**src/pidtd_pkg.sv**
```systemverilog
package pidtd_pkg;

  // Magnitude width of every product and quotient; products saturate at 2^60.
  localparam int MAG_W = 61;
  localparam logic [MAG_W-1:0] PROD_LIM = {1'b1, {(MAG_W-1){1'b0}}};

  // Width of an operation length, enough to hold a count of 64 bits.
  localparam int LEN_W = 7;

  typedef enum logic {
    OP_MUL,
    OP_DIV
  } unit_op_t;

  // Request from the sequencer to the shared arithmetic unit.
  typedef struct packed {
    logic             start;
    unit_op_t         op;
    logic [LEN_W-1:0] len;
  } unit_req_t;

endpackage

```
**src/pid_controller_two_derivative.sv**
```systemverilog
// Channel  Direction  Handshake              Payload
// in       input      in_valid / in_ready    in_measured, in_target, in_now_us
// out      output     out_valid / out_ready  out_drive, out_fresh
// cfg      input      cfg_valid / cfg_ready  cfg_index, cfg_data
//
// One word at a time: in_ready is high only while the sequencer is idle.
// A repeated step returns the last drive; a first step runs only the proportional term.
// A full step runs six multiplies and three divides through one shared
// bit-serial unit, one bit a cycle; with smoothing zero, one multiply and
// one divide are skipped.
// The result sits in an output register; a stalled out_ready holds the
// sequencer before it returns to idle. Reset is synchronous and clears all
// controller state and configuration; cfg_ready is always high.
module pid_controller_two_derivative #(
  parameter int SAMPLE_WIDTH = 16,
  parameter int TIME_WIDTH   = 48
) (
  input  logic                           clk,
  input  logic                           rst_n,
  input  logic                           in_valid,
  output logic                           in_ready,
  input  logic signed [SAMPLE_WIDTH-1:0] in_measured,
  input  logic signed [SAMPLE_WIDTH-1:0] in_target,
  input  logic [TIME_WIDTH-1:0]          in_now_us,
  output logic                           out_valid,
  input  logic                           out_ready,
  output logic signed [SAMPLE_WIDTH-1:0] out_drive,
  output logic                           out_fresh,
  input  logic                           cfg_valid,
  output logic                           cfg_ready,
  input  logic [2:0]                     cfg_index,
  input  logic [31:0]                    cfg_data
);
  import pidtd_pkg::*;

  localparam int SW     = SAMPLE_WIDTH;
  localparam int TW     = TIME_WIDTH;
  localparam int SUM_W  = 64;
  localparam int THR_W  = 27;
  localparam int OPB_W  = (TW > MAG_W) ? TW : MAG_W;
  localparam logic [LEN_W-1:0] LEN_ERR   = LEN_W'(SW + 1);
  localparam logic [LEN_W-1:0] LEN_EDIFF = LEN_W'(SW + 2);
  localparam logic [LEN_W-1:0] LEN_D8    = LEN_W'(SW + 9);
  localparam logic [LEN_W-1:0] LEN_SMTH  = LEN_W'(16);
  localparam logic [LEN_W-1:0] LEN_DT    = LEN_W'(TW);
  localparam logic [LEN_W-1:0] LEN_DIV   = LEN_W'(MAG_W);

  typedef enum logic [2:0] {
    CFG_KP, CFG_KI, CFG_KD, CFG_KM, CFG_LOW, CFG_HIGH, CFG_MCYC, CFG_SMOOTH
  } cfg_idx_t;

  typedef enum logic [3:0] {
    S_IDLE, S_CHECK, S_P, S_KIE, S_INC, S_INTEG, S_ADDI, S_ED, S_EDDIV,
    S_D8, S_SMUL, S_SDIV, S_MD, S_MDDIV, S_FIN, S_OUT
  } state_t;

  function automatic logic signed [SUM_W-1:0] apply_sign(
    input logic [MAG_W-1:0] m, input logic neg);
    logic signed [SUM_W-1:0] v;
    v = signed'(SUM_W'(m));
    return neg ? -v : v;
  endfunction

  // Control, configuration and controller state
  state_t                  state_r, state_nxt;
  logic                    issued_r, issued_nxt;
  logic                    out_valid_r, out_valid_nxt;
  logic signed [SW-1:0]    out_drive_r, out_drive_nxt;
  logic                    out_fresh_r, out_fresh_nxt;
  logic signed [31:0]      kp_r, kp_nxt, ki_r, ki_nxt, kd_r, kd_nxt, km_r, km_nxt;
  logic signed [SW-1:0]    lo_r, lo_nxt, hi_r, hi_nxt;
  logic [15:0]             mcyc_r, mcyc_nxt, smooth_r, smooth_nxt;
  logic signed [SW+15:0]   integ_r, integ_nxt;
  logic signed [SW:0]      perr_r, perr_nxt;
  logic signed [SW-1:0]    pmeas_r, pmeas_nxt;
  logic signed [SW+8:0]    pdelta_r, pdelta_nxt;
  logic signed [SW-1:0]    pdrive_r, pdrive_nxt;
  logic [TW-1:0]           ptime_r, ptime_nxt;
  logic                    has_run_r, has_run_nxt;

  // Per-word working registers
  logic signed [SW-1:0]    meas_r, meas_nxt;
  logic [TW-1:0]           now_r, now_nxt;
  logic [TW-1:0]           dt_r, dt_nxt;
  logic signed [SW:0]      err_r, err_nxt;
  logic signed [SUM_W-1:0] sum_r, sum_nxt;
  logic [MAG_W-1:0]        tmag_r, tmag_nxt;
  logic                    tneg_r, tneg_nxt;
  logic signed [SUM_W-1:0] tsig_r, tsig_nxt;
  logic signed [SUM_W-1:0] num_r, num_nxt;
  logic signed [SW+8:0]    d8_r, d8_nxt;
  logic signed [SW-1:0]    res_drive_r, res_drive_nxt;
  logic                    res_fresh_r, res_fresh_nxt;

  // Shared unit hookup
  unit_req_t               req;
  logic [MAG_W-1:0]        ua;
  logic [OPB_W-1:0]        ub;
  logic [TW-1:0]           udvs;
  logic                    unit_done;
  logic [MAG_W-1:0]        unit_res;
  logic                    op_state;
  logic                    op_done;

  // Derived values
  logic [31:0]             kp_mag, ki_mag, kd_mag, km_mag;
  logic [SW:0]             err_mag;
  logic signed [SW+1:0]    ediff;
  logic [SW+1:0]           ediff_mag;
  logic signed [SW+8:0]    d8_raw;
  logic [SW+8:0]           d8_mag;
  logic [SW+8:0]           sm_mag;
  logic [SUM_W-1:0]        num_mag;
  logic [THR_W-1:0]        thr;
  logic signed [SUM_W-1:0] integ_sum, integ_c1, integ_c2, hi_q, lo_q;
  logic signed [SUM_W-1:0] drv_full, drv_c1, drv_c2, hi_x, lo_x;

  assign kp_mag    = kp_r[31] ? (~kp_r + 1'b1) : kp_r;
  assign ki_mag    = ki_r[31] ? (~ki_r + 1'b1) : ki_r;
  assign kd_mag    = kd_r[31] ? (~kd_r + 1'b1) : kd_r;
  assign km_mag    = km_r[31] ? (~km_r + 1'b1) : km_r;
  assign err_mag   = err_r[SW] ? (~err_r + 1'b1) : err_r;
  assign ediff     = (SW+2)'(err_r) - (SW+2)'(perr_r);
  assign ediff_mag = ediff[SW+1] ? (~ediff + 1'b1) : ediff;
  assign d8_raw    = ((SW+9)'(meas_r) - (SW+9)'(pmeas_r)) <<< 8;
  assign d8_mag    = d8_r[SW+8] ? (~d8_r + 1'b1) : d8_r;
  assign sm_mag    = tsig_r[SUM_W-1] ? (~tsig_r[SW+8:0] + 1'b1) : tsig_r[SW+8:0];
  assign num_mag   = num_r[SUM_W-1] ? (~num_r + 1'b1) : num_r;
  assign thr       = THR_W'({1'b0, mcyc_r} + 17'd1) * THR_W'(1000);

  // Integral clamp: high bound first, low bound wins
  assign hi_q      = SUM_W'(hi_r) <<< 16;
  assign lo_q      = SUM_W'(lo_r) <<< 16;
  assign integ_sum = SUM_W'(integ_r) + tsig_r;
  assign integ_c1  = (integ_sum > hi_q) ? hi_q : integ_sum;
  assign integ_c2  = (integ_c1 < lo_q) ? lo_q : integ_c1;

  // Output: floor of the Q.16 sum, then clamp
  assign hi_x      = SUM_W'(hi_r);
  assign lo_x      = SUM_W'(lo_r);
  assign drv_full  = sum_r >>> 16;
  assign drv_c1    = (drv_full > hi_x) ? hi_x : drv_full;
  assign drv_c2    = (drv_c1 < lo_x) ? lo_x : drv_c1;

  assign op_done   = issued_r && unit_done;

  pidtd_unit #(
    .OPB_W (OPB_W),
    .DVS_W (TW)
  ) u_unit (
    .clk   (clk),
    .rst_n (rst_n),
    .req   (req),
    .a     (ua),
    .b     (ub),
    .dvs   (udvs),
    .done  (unit_done),
    .res   (unit_res)
  );

  always_comb begin
    state_nxt     = state_r;
    out_valid_nxt = out_valid_r;
    out_drive_nxt = out_drive_r;
    out_fresh_nxt = out_fresh_r;
    kp_nxt = kp_r; ki_nxt = ki_r; kd_nxt = kd_r; km_nxt = km_r;
    lo_nxt = lo_r; hi_nxt = hi_r; mcyc_nxt = mcyc_r; smooth_nxt = smooth_r;
    integ_nxt   = integ_r;
    perr_nxt    = perr_r;
    pmeas_nxt   = pmeas_r;
    pdelta_nxt  = pdelta_r;
    pdrive_nxt  = pdrive_r;
    ptime_nxt   = ptime_r;
    has_run_nxt = has_run_r;
    meas_nxt = meas_r; now_nxt = now_r; dt_nxt = dt_r; err_nxt = err_r;
    sum_nxt  = sum_r; tmag_nxt = tmag_r; tneg_nxt = tneg_r; tsig_nxt = tsig_r;
    num_nxt  = num_r; d8_nxt = d8_r;
    res_drive_nxt = res_drive_r;
    res_fresh_nxt = res_fresh_r;
    req.op  = OP_MUL;
    req.len = LEN_ERR;
    ua      = '0;
    ub      = '0;
    udvs    = '0;
    op_state = 1'b0;

    // Write configuration registers
    if (cfg_valid) begin
      unique case (cfg_idx_t'(cfg_index))
        CFG_KP:     kp_nxt     = cfg_data;
        CFG_KI:     ki_nxt     = cfg_data;
        CFG_KD:     kd_nxt     = cfg_data;
        CFG_KM:     km_nxt     = cfg_data;
        CFG_LOW:    lo_nxt     = cfg_data[SW-1:0];
        CFG_HIGH:   hi_nxt     = cfg_data[SW-1:0];
        CFG_MCYC:   mcyc_nxt   = cfg_data[15:0];
        CFG_SMOOTH: smooth_nxt = cfg_data[15:0];
        default:    ;
      endcase
    end

    // Drop the output word once taken
    if (out_valid_r && out_ready) begin
      out_valid_nxt = 1'b0;
    end

    unique case (state_r)
      S_IDLE: begin
        if (in_valid) begin
          meas_nxt  = in_measured;
          now_nxt   = in_now_us;
          dt_nxt    = in_now_us - ptime_r;
          err_nxt   = (SW+1)'(in_target) - (SW+1)'(in_measured);
          state_nxt = S_CHECK;
        end
      end
      S_CHECK: begin
        if (dt_r >= TW'(thr)) begin
          state_nxt = S_P;
        end else begin
          res_drive_nxt = pdrive_r;
          res_fresh_nxt = 1'b0;
          state_nxt     = S_OUT;
        end
      end
      S_P: begin
        op_state = 1'b1;
        ua = MAG_W'(kp_mag);
        ub = OPB_W'(err_mag);
        if (op_done) begin
          sum_nxt   = apply_sign(unit_res, kp_r[31] ^ err_r[SW]);
          state_nxt = has_run_r ? S_KIE : S_FIN;
        end
      end
      S_KIE: begin
        op_state = 1'b1;
        ua = MAG_W'(ki_mag);
        ub = OPB_W'(err_mag);
        if (op_done) begin
          tmag_nxt  = unit_res;
          tneg_nxt  = ki_r[31] ^ err_r[SW];
          state_nxt = S_INC;
        end
      end
      S_INC: begin
        op_state = 1'b1;
        req.len  = LEN_DT;
        ua = tmag_r;
        ub = OPB_W'(dt_r);
        if (op_done) begin
          tsig_nxt  = apply_sign(unit_res, tneg_r);
          state_nxt = S_INTEG;
        end
      end
      S_INTEG: begin
        integ_nxt = integ_c2[SW+15:0];
        state_nxt = S_ADDI;
      end
      S_ADDI: begin
        sum_nxt   = sum_r + SUM_W'(integ_r);
        state_nxt = S_ED;
      end
      S_ED: begin
        op_state = 1'b1;
        req.len  = LEN_EDIFF;
        ua = MAG_W'(kd_mag);
        ub = OPB_W'(ediff_mag);
        if (op_done) begin
          tmag_nxt  = unit_res;
          tneg_nxt  = kd_r[31] ^ ediff[SW+1];
          state_nxt = S_EDDIV;
        end
      end
      S_EDDIV: begin
        op_state = 1'b1;
        req.op   = OP_DIV;
        req.len  = LEN_DIV;
        ub   = OPB_W'(tmag_r);
        udvs = dt_r;
        if (op_done) begin
          sum_nxt   = sum_r + apply_sign(unit_res, tneg_r);
          state_nxt = S_D8;
        end
      end
      S_D8: begin
        d8_nxt = d8_raw;
        if (smooth_r != '0) begin
          state_nxt = S_SMUL;
        end else begin
          pdelta_nxt = d8_raw;
          state_nxt  = S_MD;
        end
      end
      S_SMUL: begin
        op_state = 1'b1;
        req.len  = LEN_SMTH;
        ua = MAG_W'(d8_mag);
        ub = OPB_W'(smooth_r);
        if (op_done) begin
          num_nxt   = (SUM_W'(pdelta_r) <<< 8) + apply_sign(unit_res, d8_r[SW+8]);
          state_nxt = S_SDIV;
        end
      end
      S_SDIV: begin
        op_state = 1'b1;
        req.op   = OP_DIV;
        req.len  = LEN_DIV;
        ub   = OPB_W'(num_mag[MAG_W-1:0]);
        udvs = TW'({1'b0, smooth_r} + 17'd256);
        if (op_done) begin
          tsig_nxt  = apply_sign(unit_res, num_r[SUM_W-1]);
          state_nxt = S_MD;
        end
      end
      S_MD: begin
        op_state = 1'b1;
        req.len  = LEN_D8;
        ua = MAG_W'(km_mag);
        ub = OPB_W'(d8_mag);
        // Take the smoothed delta on entry from the divide
        if (!issued_r && smooth_r != '0) begin
          ub = OPB_W'(sm_mag);
          d8_nxt     = tsig_r[SW+8:0];
          pdelta_nxt = tsig_r[SW+8:0];
        end
        if (op_done) begin
          tmag_nxt  = unit_res;
          tneg_nxt  = km_r[31] ^ d8_r[SW+8];
          state_nxt = S_MDDIV;
        end
      end
      S_MDDIV: begin
        op_state = 1'b1;
        req.op   = OP_DIV;
        req.len  = LEN_DIV;
        ub   = OPB_W'(tmag_r);
        udvs = dt_r;
        if (op_done) begin
          sum_nxt   = sum_r - apply_sign(unit_res >> 8, tneg_r);
          state_nxt = S_FIN;
        end
      end
      S_FIN: begin
        res_drive_nxt = drv_c2[SW-1:0];
        res_fresh_nxt = 1'b1;
        pdrive_nxt    = drv_c2[SW-1:0];
        perr_nxt      = err_r;
        pmeas_nxt     = meas_r;
        ptime_nxt     = now_r;
        has_run_nxt   = 1'b1;
        state_nxt     = S_OUT;
      end
      S_OUT: begin
        if (!out_valid_r || out_ready) begin
          out_valid_nxt = 1'b1;
          out_drive_nxt = res_drive_r;
          out_fresh_nxt = res_fresh_r;
          state_nxt     = S_IDLE;
        end
      end
      default: state_nxt = S_IDLE;
    endcase

    // Pulse start once per operation, then wait for done
    req.start  = op_state && !issued_r;
    issued_nxt = op_state && !op_done;
  end

  // Hold state, configuration and registered outputs
  always_ff @(posedge clk) begin
    if (!rst_n) begin
      state_r     <= S_IDLE;
      issued_r    <= 1'b0;
      out_valid_r <= 1'b0;
      out_drive_r <= '0;
      out_fresh_r <= 1'b0;
      kp_r        <= '0;
      ki_r        <= '0;
      kd_r        <= '0;
      km_r        <= '0;
      lo_r        <= {1'b1, {(SW-1){1'b0}}};
      hi_r        <= {1'b0, {(SW-1){1'b1}}};
      mcyc_r      <= '0;
      smooth_r    <= '0;
      integ_r     <= '0;
      perr_r      <= '0;
      pmeas_r     <= '0;
      pdelta_r    <= '0;
      pdrive_r    <= '0;
      ptime_r     <= '0;
      has_run_r   <= 1'b0;
    end else begin
      state_r     <= state_nxt;
      issued_r    <= issued_nxt;
      out_valid_r <= out_valid_nxt;
      out_drive_r <= out_drive_nxt;
      out_fresh_r <= out_fresh_nxt;
      kp_r        <= kp_nxt;
      ki_r        <= ki_nxt;
      kd_r        <= kd_nxt;
      km_r        <= km_nxt;
      lo_r        <= lo_nxt;
      hi_r        <= hi_nxt;
      mcyc_r      <= mcyc_nxt;
      smooth_r    <= smooth_nxt;
      integ_r     <= integ_nxt;
      perr_r      <= perr_nxt;
      pmeas_r     <= pmeas_nxt;
      pdelta_r    <= pdelta_nxt;
      pdrive_r    <= pdrive_nxt;
      ptime_r     <= ptime_nxt;
      has_run_r   <= has_run_nxt;
    end
  end

  // Advance the working registers of the current word
  always_ff @(posedge clk) begin
    meas_r      <= meas_nxt;
    now_r       <= now_nxt;
    dt_r        <= dt_nxt;
    err_r       <= err_nxt;
    sum_r       <= sum_nxt;
    tmag_r      <= tmag_nxt;
    tneg_r      <= tneg_nxt;
    tsig_r      <= tsig_nxt;
    num_r       <= num_nxt;
    d8_r        <= d8_nxt;
    res_drive_r <= res_drive_nxt;
    res_fresh_r <= res_fresh_nxt;
  end

  assign in_ready  = (state_r == S_IDLE);
  assign out_valid = out_valid_r;
  assign out_drive = out_drive_r;
  assign out_fresh = out_fresh_r;
  assign cfg_ready = 1'b1;

endmodule

```
**src/pidtd_unit.sv**
```systemverilog
module pidtd_unit #(
  parameter int OPB_W = 64,
  parameter int DVS_W = 48
) (
  input  logic                        clk,
  input  logic                        rst_n,
  input  pidtd_pkg::unit_req_t        req,
  input  logic [pidtd_pkg::MAG_W-1:0] a,
  input  logic [OPB_W-1:0]            b,
  input  logic [DVS_W-1:0]            dvs,
  output logic                        done,
  output logic [pidtd_pkg::MAG_W-1:0] res
);
  import pidtd_pkg::*;

  localparam int IDX_W = $clog2(OPB_W);

  logic               busy_r, busy_nxt;
  logic               done_r, done_nxt;
  unit_op_t           op_r, op_nxt;
  logic [IDX_W-1:0]   cnt_r, cnt_nxt;
  logic [MAG_W-1:0]   a_r, a_nxt;
  logic [OPB_W-1:0]   b_r, b_nxt;
  logic [DVS_W-1:0]   dvs_r, dvs_nxt;
  logic [MAG_W-1:0]   acc_r, acc_nxt;
  logic [DVS_W-1:0]   rem_r, rem_nxt;

  logic               bit_cur;
  logic [MAG_W+1:0]   msum;
  logic [DVS_W:0]     trial;
  logic [DVS_W:0]     tdiff;
  logic               q_bit;

  // Current operand bit, most significant first
  assign bit_cur = b_r[cnt_r];

  // Multiply step: double and add, pinned at the product limit
  assign msum = {1'b0, acc_r, 1'b0} + (MAG_W+2)'(bit_cur ? a_r : '0);

  // Divide step: restoring trial subtract
  assign trial = {rem_r, bit_cur};
  assign tdiff = trial - {1'b0, dvs_r};
  assign q_bit = (trial >= {1'b0, dvs_r});

  always_comb begin
    busy_nxt = busy_r;
    done_nxt = 1'b0;
    op_nxt   = op_r;
    cnt_nxt  = cnt_r;
    a_nxt    = a_r;
    b_nxt    = b_r;
    dvs_nxt  = dvs_r;
    acc_nxt  = acc_r;
    rem_nxt  = rem_r;
    if (req.start) begin
      // Load operands and clear the accumulators
      busy_nxt = 1'b1;
      op_nxt   = req.op;
      cnt_nxt  = IDX_W'(req.len - LEN_W'(1));
      a_nxt    = a;
      b_nxt    = b;
      dvs_nxt  = dvs;
      acc_nxt  = '0;
      rem_nxt  = '0;
    end else if (busy_r) begin
      case (op_r)
        OP_MUL: begin
          acc_nxt = (msum > (MAG_W+2)'(PROD_LIM)) ? PROD_LIM : msum[MAG_W-1:0];
        end
        default: begin
          acc_nxt = {acc_r[MAG_W-2:0], q_bit};
          rem_nxt = q_bit ? tdiff[DVS_W-1:0] : trial[DVS_W-1:0];
        end
      endcase
      cnt_nxt = cnt_r - IDX_W'(1);
      if (cnt_r == '0) begin
        busy_nxt = 1'b0;
        done_nxt = 1'b1;
      end
    end
  end

  always_ff @(posedge clk) begin
    if (!rst_n) begin
      busy_r <= 1'b0;
      done_r <= 1'b0;
    end else begin
      busy_r <= busy_nxt;
      done_r <= done_nxt;
    end
  end

  always_ff @(posedge clk) begin
    op_r  <= op_nxt;
    cnt_r <= cnt_nxt;
    a_r   <= a_nxt;
    b_r   <= b_nxt;
    dvs_r <= dvs_nxt;
    acc_r <= acc_nxt;
    rem_r <= rem_nxt;
  end

  assign done = done_r;
  assign res  = acc_r;

  a_done_after_busy: assert property (@(posedge clk) disable iff (!rst_n)
    done_r |-> $past(busy_r))
    else $error("unit done without a running operation");

  a_no_restart: assert property (@(posedge clk) disable iff (!rst_n)
    req.start |-> !busy_r && !done_r)
    else $error("unit started while busy");

  a_mul_bound: assert property (@(posedge clk) disable iff (!rst_n)
    busy_r && op_r == OP_MUL |-> acc_r <= PROD_LIM)
    else $error("product above saturation limit");

  a_rem_bound: assert property (@(posedge clk) disable iff (!rst_n)
    busy_r && op_r == OP_DIV |-> rem_r < dvs_r)
    else $error("remainder not below divisor");

endmodule

```
**config.mk**
```make
export PLATFORM = sky130hd
export DESIGN_NAME = pid_controller_two_derivative
export DESIGN_NICKNAME = d
export VERILOG_FILES = /design/src/pidtd_pkg.sv /design/src/pid_controller_two_derivative.sv /design/src/pidtd_unit.sv
export SDC_FILE = /design/constraint.sdc
export NUM_CORES = 2
export LEC_CHECK = 0
export CELL_PAD_IN_SITES_DETAIL_PLACEMENT = 0
export CELL_PAD_IN_SITES_GLOBAL_PLACEMENT = 1
export CORE_ASPECT_RATIO = 0.75
export CORE_UTILIZATION = 45
export DETAILED_ROUTE_END_ITERATION = 8
export DONT_BUFFER_PORTS = 1
export PLACE_DENSITY = 0.83
export SLEW_MARGIN = 20
export SYNTH_ARGS = -nofsm -noshare
export SYNTH_HDL_FRONTEND = slang
export SYNTH_HIERARCHICAL = 1
export SYNTH_SLANG_ARGS = --single-unit
```
**constraint.sdc**
```tcl
create_clock -name clk -period 12 [get_ports clk]
set_input_delay 1.2 -clock clk [delete_from_list [all_inputs] [get_ports clk]]
set_output_delay 1.2 -clock clk [all_outputs]
set_load 0.02 [all_outputs]
```
* Word-level counts from Yosys, hierarchy flattened
Index checks and enable logic that the tools add are counted.
W data, S select, Z words.
** Operators by class
- Bitwise gates (word level) :: 15
- $add $sub $neg :: 26
- $lt $le $gt $ge :: 8
- Multipliers :: 1
- Reductions and logical operators :: 45
- Equal/unequal tests :: 36
- Mux-type cells :: 74
** Operators by type and width (number)
- $mux W64 :: 12
- $pmux W61 S7 :: 1
- $pmux W61 S6 :: 1
- $pmux W64 S4 :: 1
- $mux W61 :: 4
- $mux W32 :: 5
- $add A32 B1 Y32 const B :: 4
- $not A32 Y32 :: 4
- $pmux W64 S2 :: 1
- $mux W25 :: 5
- $pmux W25 S2 :: 2
- $pmux W48 S2 :: 1
- $sub A48 B48 Y48 :: 2
- $add A32 B64 Y64 :: 1
- $add A33 B64 Y64 :: 1
- $add A64 B32 Y64 :: 1
- $add A64 B64 Y64 :: 1
- $gt A64 B32 Y1 :: 1
- $lt A64 B16 Y1 :: 1
- $lt A64 B32 Y1 :: 1
- $neg A53 Y64 :: 1
- $neg A61 Y64 :: 1
- $pmux W4 S16 :: 1
- $sub A64 B64 Y64 :: 1
- 60 further kinds :: 151
** Word-level totals
- Register bits after elaboration :: 1083
- Logic and storage cells :: 246
- Input port bits :: 120
- Output and inout bits :: 20

* Depth between registers and ports, before layout
- Depth after elaboration :: 7
- Gate-level depth with buffers :: 41
- Depth with buffers taken out :: 37

* Hierarchy
Netlist, hierarchy kept.
** Modules (own cells, without submodules)
- pid_controller_two_derivative :: times used 1, sequential area each 20109.3 µm², cells each 8204, area each 67153.2 µm²
- pidtd_unit :: times used 1, sequential area each 7537.2 µm², cells each 1843, area each 17668.2 µm²

* Worst setup path after synthesis
OpenSTA, ideal clock, no wires.
- Path kind :: reg-to-reg
- From :: register state_r[3]
- To :: register u_unit.acc_r[36], in the netlist u_unit/res[36]
- Setup slack :: 1.850 ns
- Clock period less this slack :: 10.150 ns
- Arrival :: 10.013 ns
- Setup time :: 0.137 ns
- Stages on the path, launching flop included :: 12
- Data required time :: 11.863 ns
- Buffers on the path :: 4
- Cell sequence :: dfxtp_1 -> clkbuf_1 -> clkbuf_1 -> nor2_1 -> a311oi_1 -> a21oi_1 -> nor2_1 -> nor3_1 -> nand2b_4 -> buf_6 -> buf_6 -> o22ai_2
** RTL lines
- start, declared :: RTL line pid_controller_two_derivative.sv:65 : state_t state_r, state_nxt;
- start signal, assigned :: RTL line pid_controller_two_derivative.sv:393 : state_r <= state_nxt;
- end signal, assigned :: RTL line pidtd_unit.sv:99 : acc_r <= acc_nxt;
- end, declared :: RTL line pidtd_unit.sv:25 : logic [MAG_W-1:0] acc_r, acc_nxt;

* Worst setup path in the final report
- From :: register tsig_r[0]
- To :: register integ_r[16]
** On the way
- Cells in the longest elaborated chain, start to end :: 5
** Ends and longest elaborated chain
- start, declared :: RTL line pid_controller_two_derivative.sv:89 : logic signed [SUM_W-1:0] tsig_r, tsig_nxt;
- start signal, assigned :: RTL line pid_controller_two_derivative.sv:425 : tsig_r <= tsig_nxt;
- $add A32 B64 Y64 * :: RTL line pid_controller_two_derivative.sv:134 : assign integ_sum = SUM_W'(integ_r) + tsig_r;
- $gt A64 B32 Y1 :: RTL line pid_controller_two_derivative.sv:135 : assign integ_c1 = (integ_sum > hi_q) ? hi_q : integ_sum;
- $mux W64 * :: RTL line pid_controller_two_derivative.sv:135
- $lt A64 B32 Y1 :: RTL line pid_controller_two_derivative.sv:136 : assign integ_c2 = (integ_c1 < lo_q) ? lo_q : integ_c1;
- $mux W32 * :: RTL line pid_controller_two_derivative.sv:136
- end signal, assigned :: RTL line pid_controller_two_derivative.sv:406 : integ_r <= integ_nxt;
- end, declared :: RTL line pid_controller_two_derivative.sv:73 : logic signed [SW+15:0] integ_r, integ_nxt;
Every way passes the cells marked *; elsewhere a longest branch is shown, timed or not.
A chain may end at the register's enable or synchronous reset.

==> flow_summary.yaml <==
yosys:
  avgSynthCellArea_um2: 8.443
  syn_area_mm2: 0.08482
  synth_warnings: 6
  synthCells: 10050
routing:
  num_vias: 78480
  ant_nets: 0
  via_per_inst: 6.328
  drc: 0
  first_pass_iters: 9
  drt_wl_total_mm: 335.2
  post_drt_wl_per_cell_um: 27.02
  first_iter_violations: 10820
critical_path:
  regToRegSetupSlack_ps: 840
  crit_fanout: 35
  slowest_stage: "a311oi_1"
  crit_path_end_kind: "flop"
  timing.rr.end: "integ_r[16]$_SDFFE_PN0P_"
  slowest_delay_ps: 770
  crit_type: "reg -> reg"
  r2r_start: "tsig_r[0]$_DFFE_PP_"
  cp_common_cell: "a21o_1"
  start_kind: "flop"
  reg2reg_depth: 41
  cp.arrival_ps: 11770
  required_ps: 12600
outcome:
  outcome: "finished, final reports clean"
hold_path:
  hold_path_depth: 2
  worst_hold_path_type: "reg -> reg"
  hold_end: "perr_r[12]$_SDFFE_PN0P_"
  min-delay-start: "perr_r[12]$_SDFFE_PN0P_"
power:
  powerDensity_mw_per_mm2: 268.8
  p_sw_share_pct: 50.69
  comb_power_share_pct: 61.2
  switching_power_mw: 12.48
  p_int_mw: 12.14
  peakVddDrop_mv: 0.2268
  p_seq_share_pct: 22.5
  power_leakage_nw: 35.81
  clkPwrFrac_pct: 16.3
floorplan:
  initial_core_util_pct: 45.48
  die_y_um: 378.0
  die_area_mm2: 0.1902
  die_x_um: 503.3
  design.core.area_mm2: 0.1865
  rows: 137
  ios: 140
place:
  dp_slack_ps: 976.8
  place_congestion: 1.037
  port_buffers: 0
  dp_hpwl_mm: 256.4
layout:
  num-nets-final: 10630
  drive_gt1_share_pct: 5.616
  area_growth_pct: 7.948
  final_cell_mix: "nand2_1, a21oi_1, ha_1"
  layout_commonest_cell: "nand2_1"
  nFillCells: 18000
sta:
  period_share_pct: 93.02
  fin_setup_tns_ps: 0
  hold_viol_final: 0
  finalClockSkew_ps: 86.53
  slew_violations: 0
  fin_crit_ps: 11160
  finalSetupViolations: 0
  max_clock_freq_mhz: 89.59
  relSlewSlack_pct: 16.17
  finalWorstSetupSlack_ps: 837.6
  rsz0062_at_grt: "no"
  tightest_slew_ps: 1257
clocking:
  cts.sinks: 1081
  cts_buffers: 117
  h-tree-depth: 3
  cts_root_buf: "clkbuf_16"
  clk_path_buf_depth: 3
  clk_latency_ps: 820
  clk_pin_slew_worst_paths_ps: 70
  cts_tree: "done"
  ctsHoldBuffers: 0
global_route:
  grt_start_max_net_pins: 149
  grt_pass1_vias: 72370
  grt-ovfl-total: 0
  grt.total_usage_pct: 34.28
  antenna_found_initial: 22
  grt_first_pass_wirelength_mm: 486.6
job:
  maxCapViolCount: 0
## metal layers
| metal | wire (um) | GRT usage [%] | share of wire [%] | vias up |
|---|---|---|---|---|
| li1 | - | - | - | 35910 |
| met1 | 150300 | 50.46 | 45 | 38070 |
| met2 | 131700 | 47.18 | 39 | 4023 |
| met3 | 43280 | 10.61 | 13 | 474 |
| met4 | 9797 | 9.891 | 2.9 | 10 |
| met5 | 73 | 0 | 0.022 | - |
## power groups by stage
stage          registers, mW  logic (mW)  clock network (mW)
2_1_floorplan           5.34        9.95                   0
3_3_place_gp            5.56        14.4                   0
3_5_place_dp            5.57        14.4                   0
4_1_cts                 5.50        14.5                4.03
5_1_grt                 5.56        16.0                4.18
6_report                5.54        15.1                4.01
## worst max-delay path by stage
stage,from,to,cells after the start
after floorplan,state_r[3]$_SDFFE_PN0P_,u_unit/res[36]$_SDFFE_PP0P_,11
after global placement,tsig_r[0]$_DFFE_PP_,integ_r[16]$_SDFFE_PN0P_,41
after detailed placement,tsig_r[0]$_DFFE_PP_,integ_r[16]$_SDFFE_PN0P_,41
after CTS,tsig_r[9]$_DFFE_PP_,integ_r[16]$_SDFFE_PN0P_,40
after global routing,tsig_r[0]$_DFFE_PP_,integ_r[13]$_SDFFE_PN0P_,41
final,tsig_r[0]$_DFFE_PP_,integ_r[16]$_SDFFE_PN0P_,41
## state kept, by name, summed over array words and instances, names as in the netlist, 17 cells and up
| name | count |
|---|---|
| sum_r | 64 |
| tsig_r | 64 |
| num_r | 62 |
| tmag_r | 61 |
| u_unit/a_r | 61 |
| u_unit/b_r | 61 |
| u_unit/res | 61 |
| dt_r | 48 |
| now_r | 48 |
| ptime_r | 48 |
| u_unit/dvs_r | 48 |
| u_unit/rem_r | 48 |
| integ_r | 32 |
| kd_r | 32 |
| ki_r | 32 |
| km_r | 32 |
| kp_r | 32 |
| d8_r | 25 |
| pdelta_r | 25 |
| err_r | 17 |
| perr_r | 17 |
## stage by stage
step	cell area (um^2)	total power [mW]	util [%]	instances	hold WS, ps
after CTS	91480	24.06	49.05	12380	442.4
after global placement	87310	19.92	46.81	12160	442.1
after floorplan	84830	15.28	-	10050	436.2
after detailed placement	87320	19.98	46.82	12160	447.8
final	91560	24.61	49.09	12400	452.9
after global routing	91530	25.73	49.08	12390	451.1
## worst max-delay path, delay by kind of cell, from the launching register on
| family | cells | cell delay (ps) |
|---|---|---|
| multiplexers | 3 | 830 |
| adder cells (fa/ha/maj) | 4 | 1180 |
| buffers and inverters | 5 | 1060 |
| AND/OR/NAND/NOR | 10 | 2410 |
| flip-flops | 1 | 460 |
| AO/OA/AOI/OAI | 18 | 4810 |
| XOR/XNOR | 1 | 180 |
## cell type report
cell class | instances | area [um^2] | share of cell area (%)
multi-input cells | 7970 | 53630 | 58.57
well taps | 2502 | 3131 | 3.419
flip-flops and latches | 1081 | 27650 | 30.20
clock inverters | 58 | 784.5 | 0.8568
inverters | 450 | 1698 | 1.854
repair buffers | 162 | 1241 | 1.356
diodes | 18 | 45.04 | 0.04920
clock buffers | 162 | 3385 | 3.697
## repair_timing
action / in CTS / in global routing
buffers inserted: 0 / 0
setup endpoints to repair: 0 / 2
hold endpoints to repair: 0 / 0
gates resized for setup: 0 / 1
No activity file was read; power rests on OpenSTA's default activity.
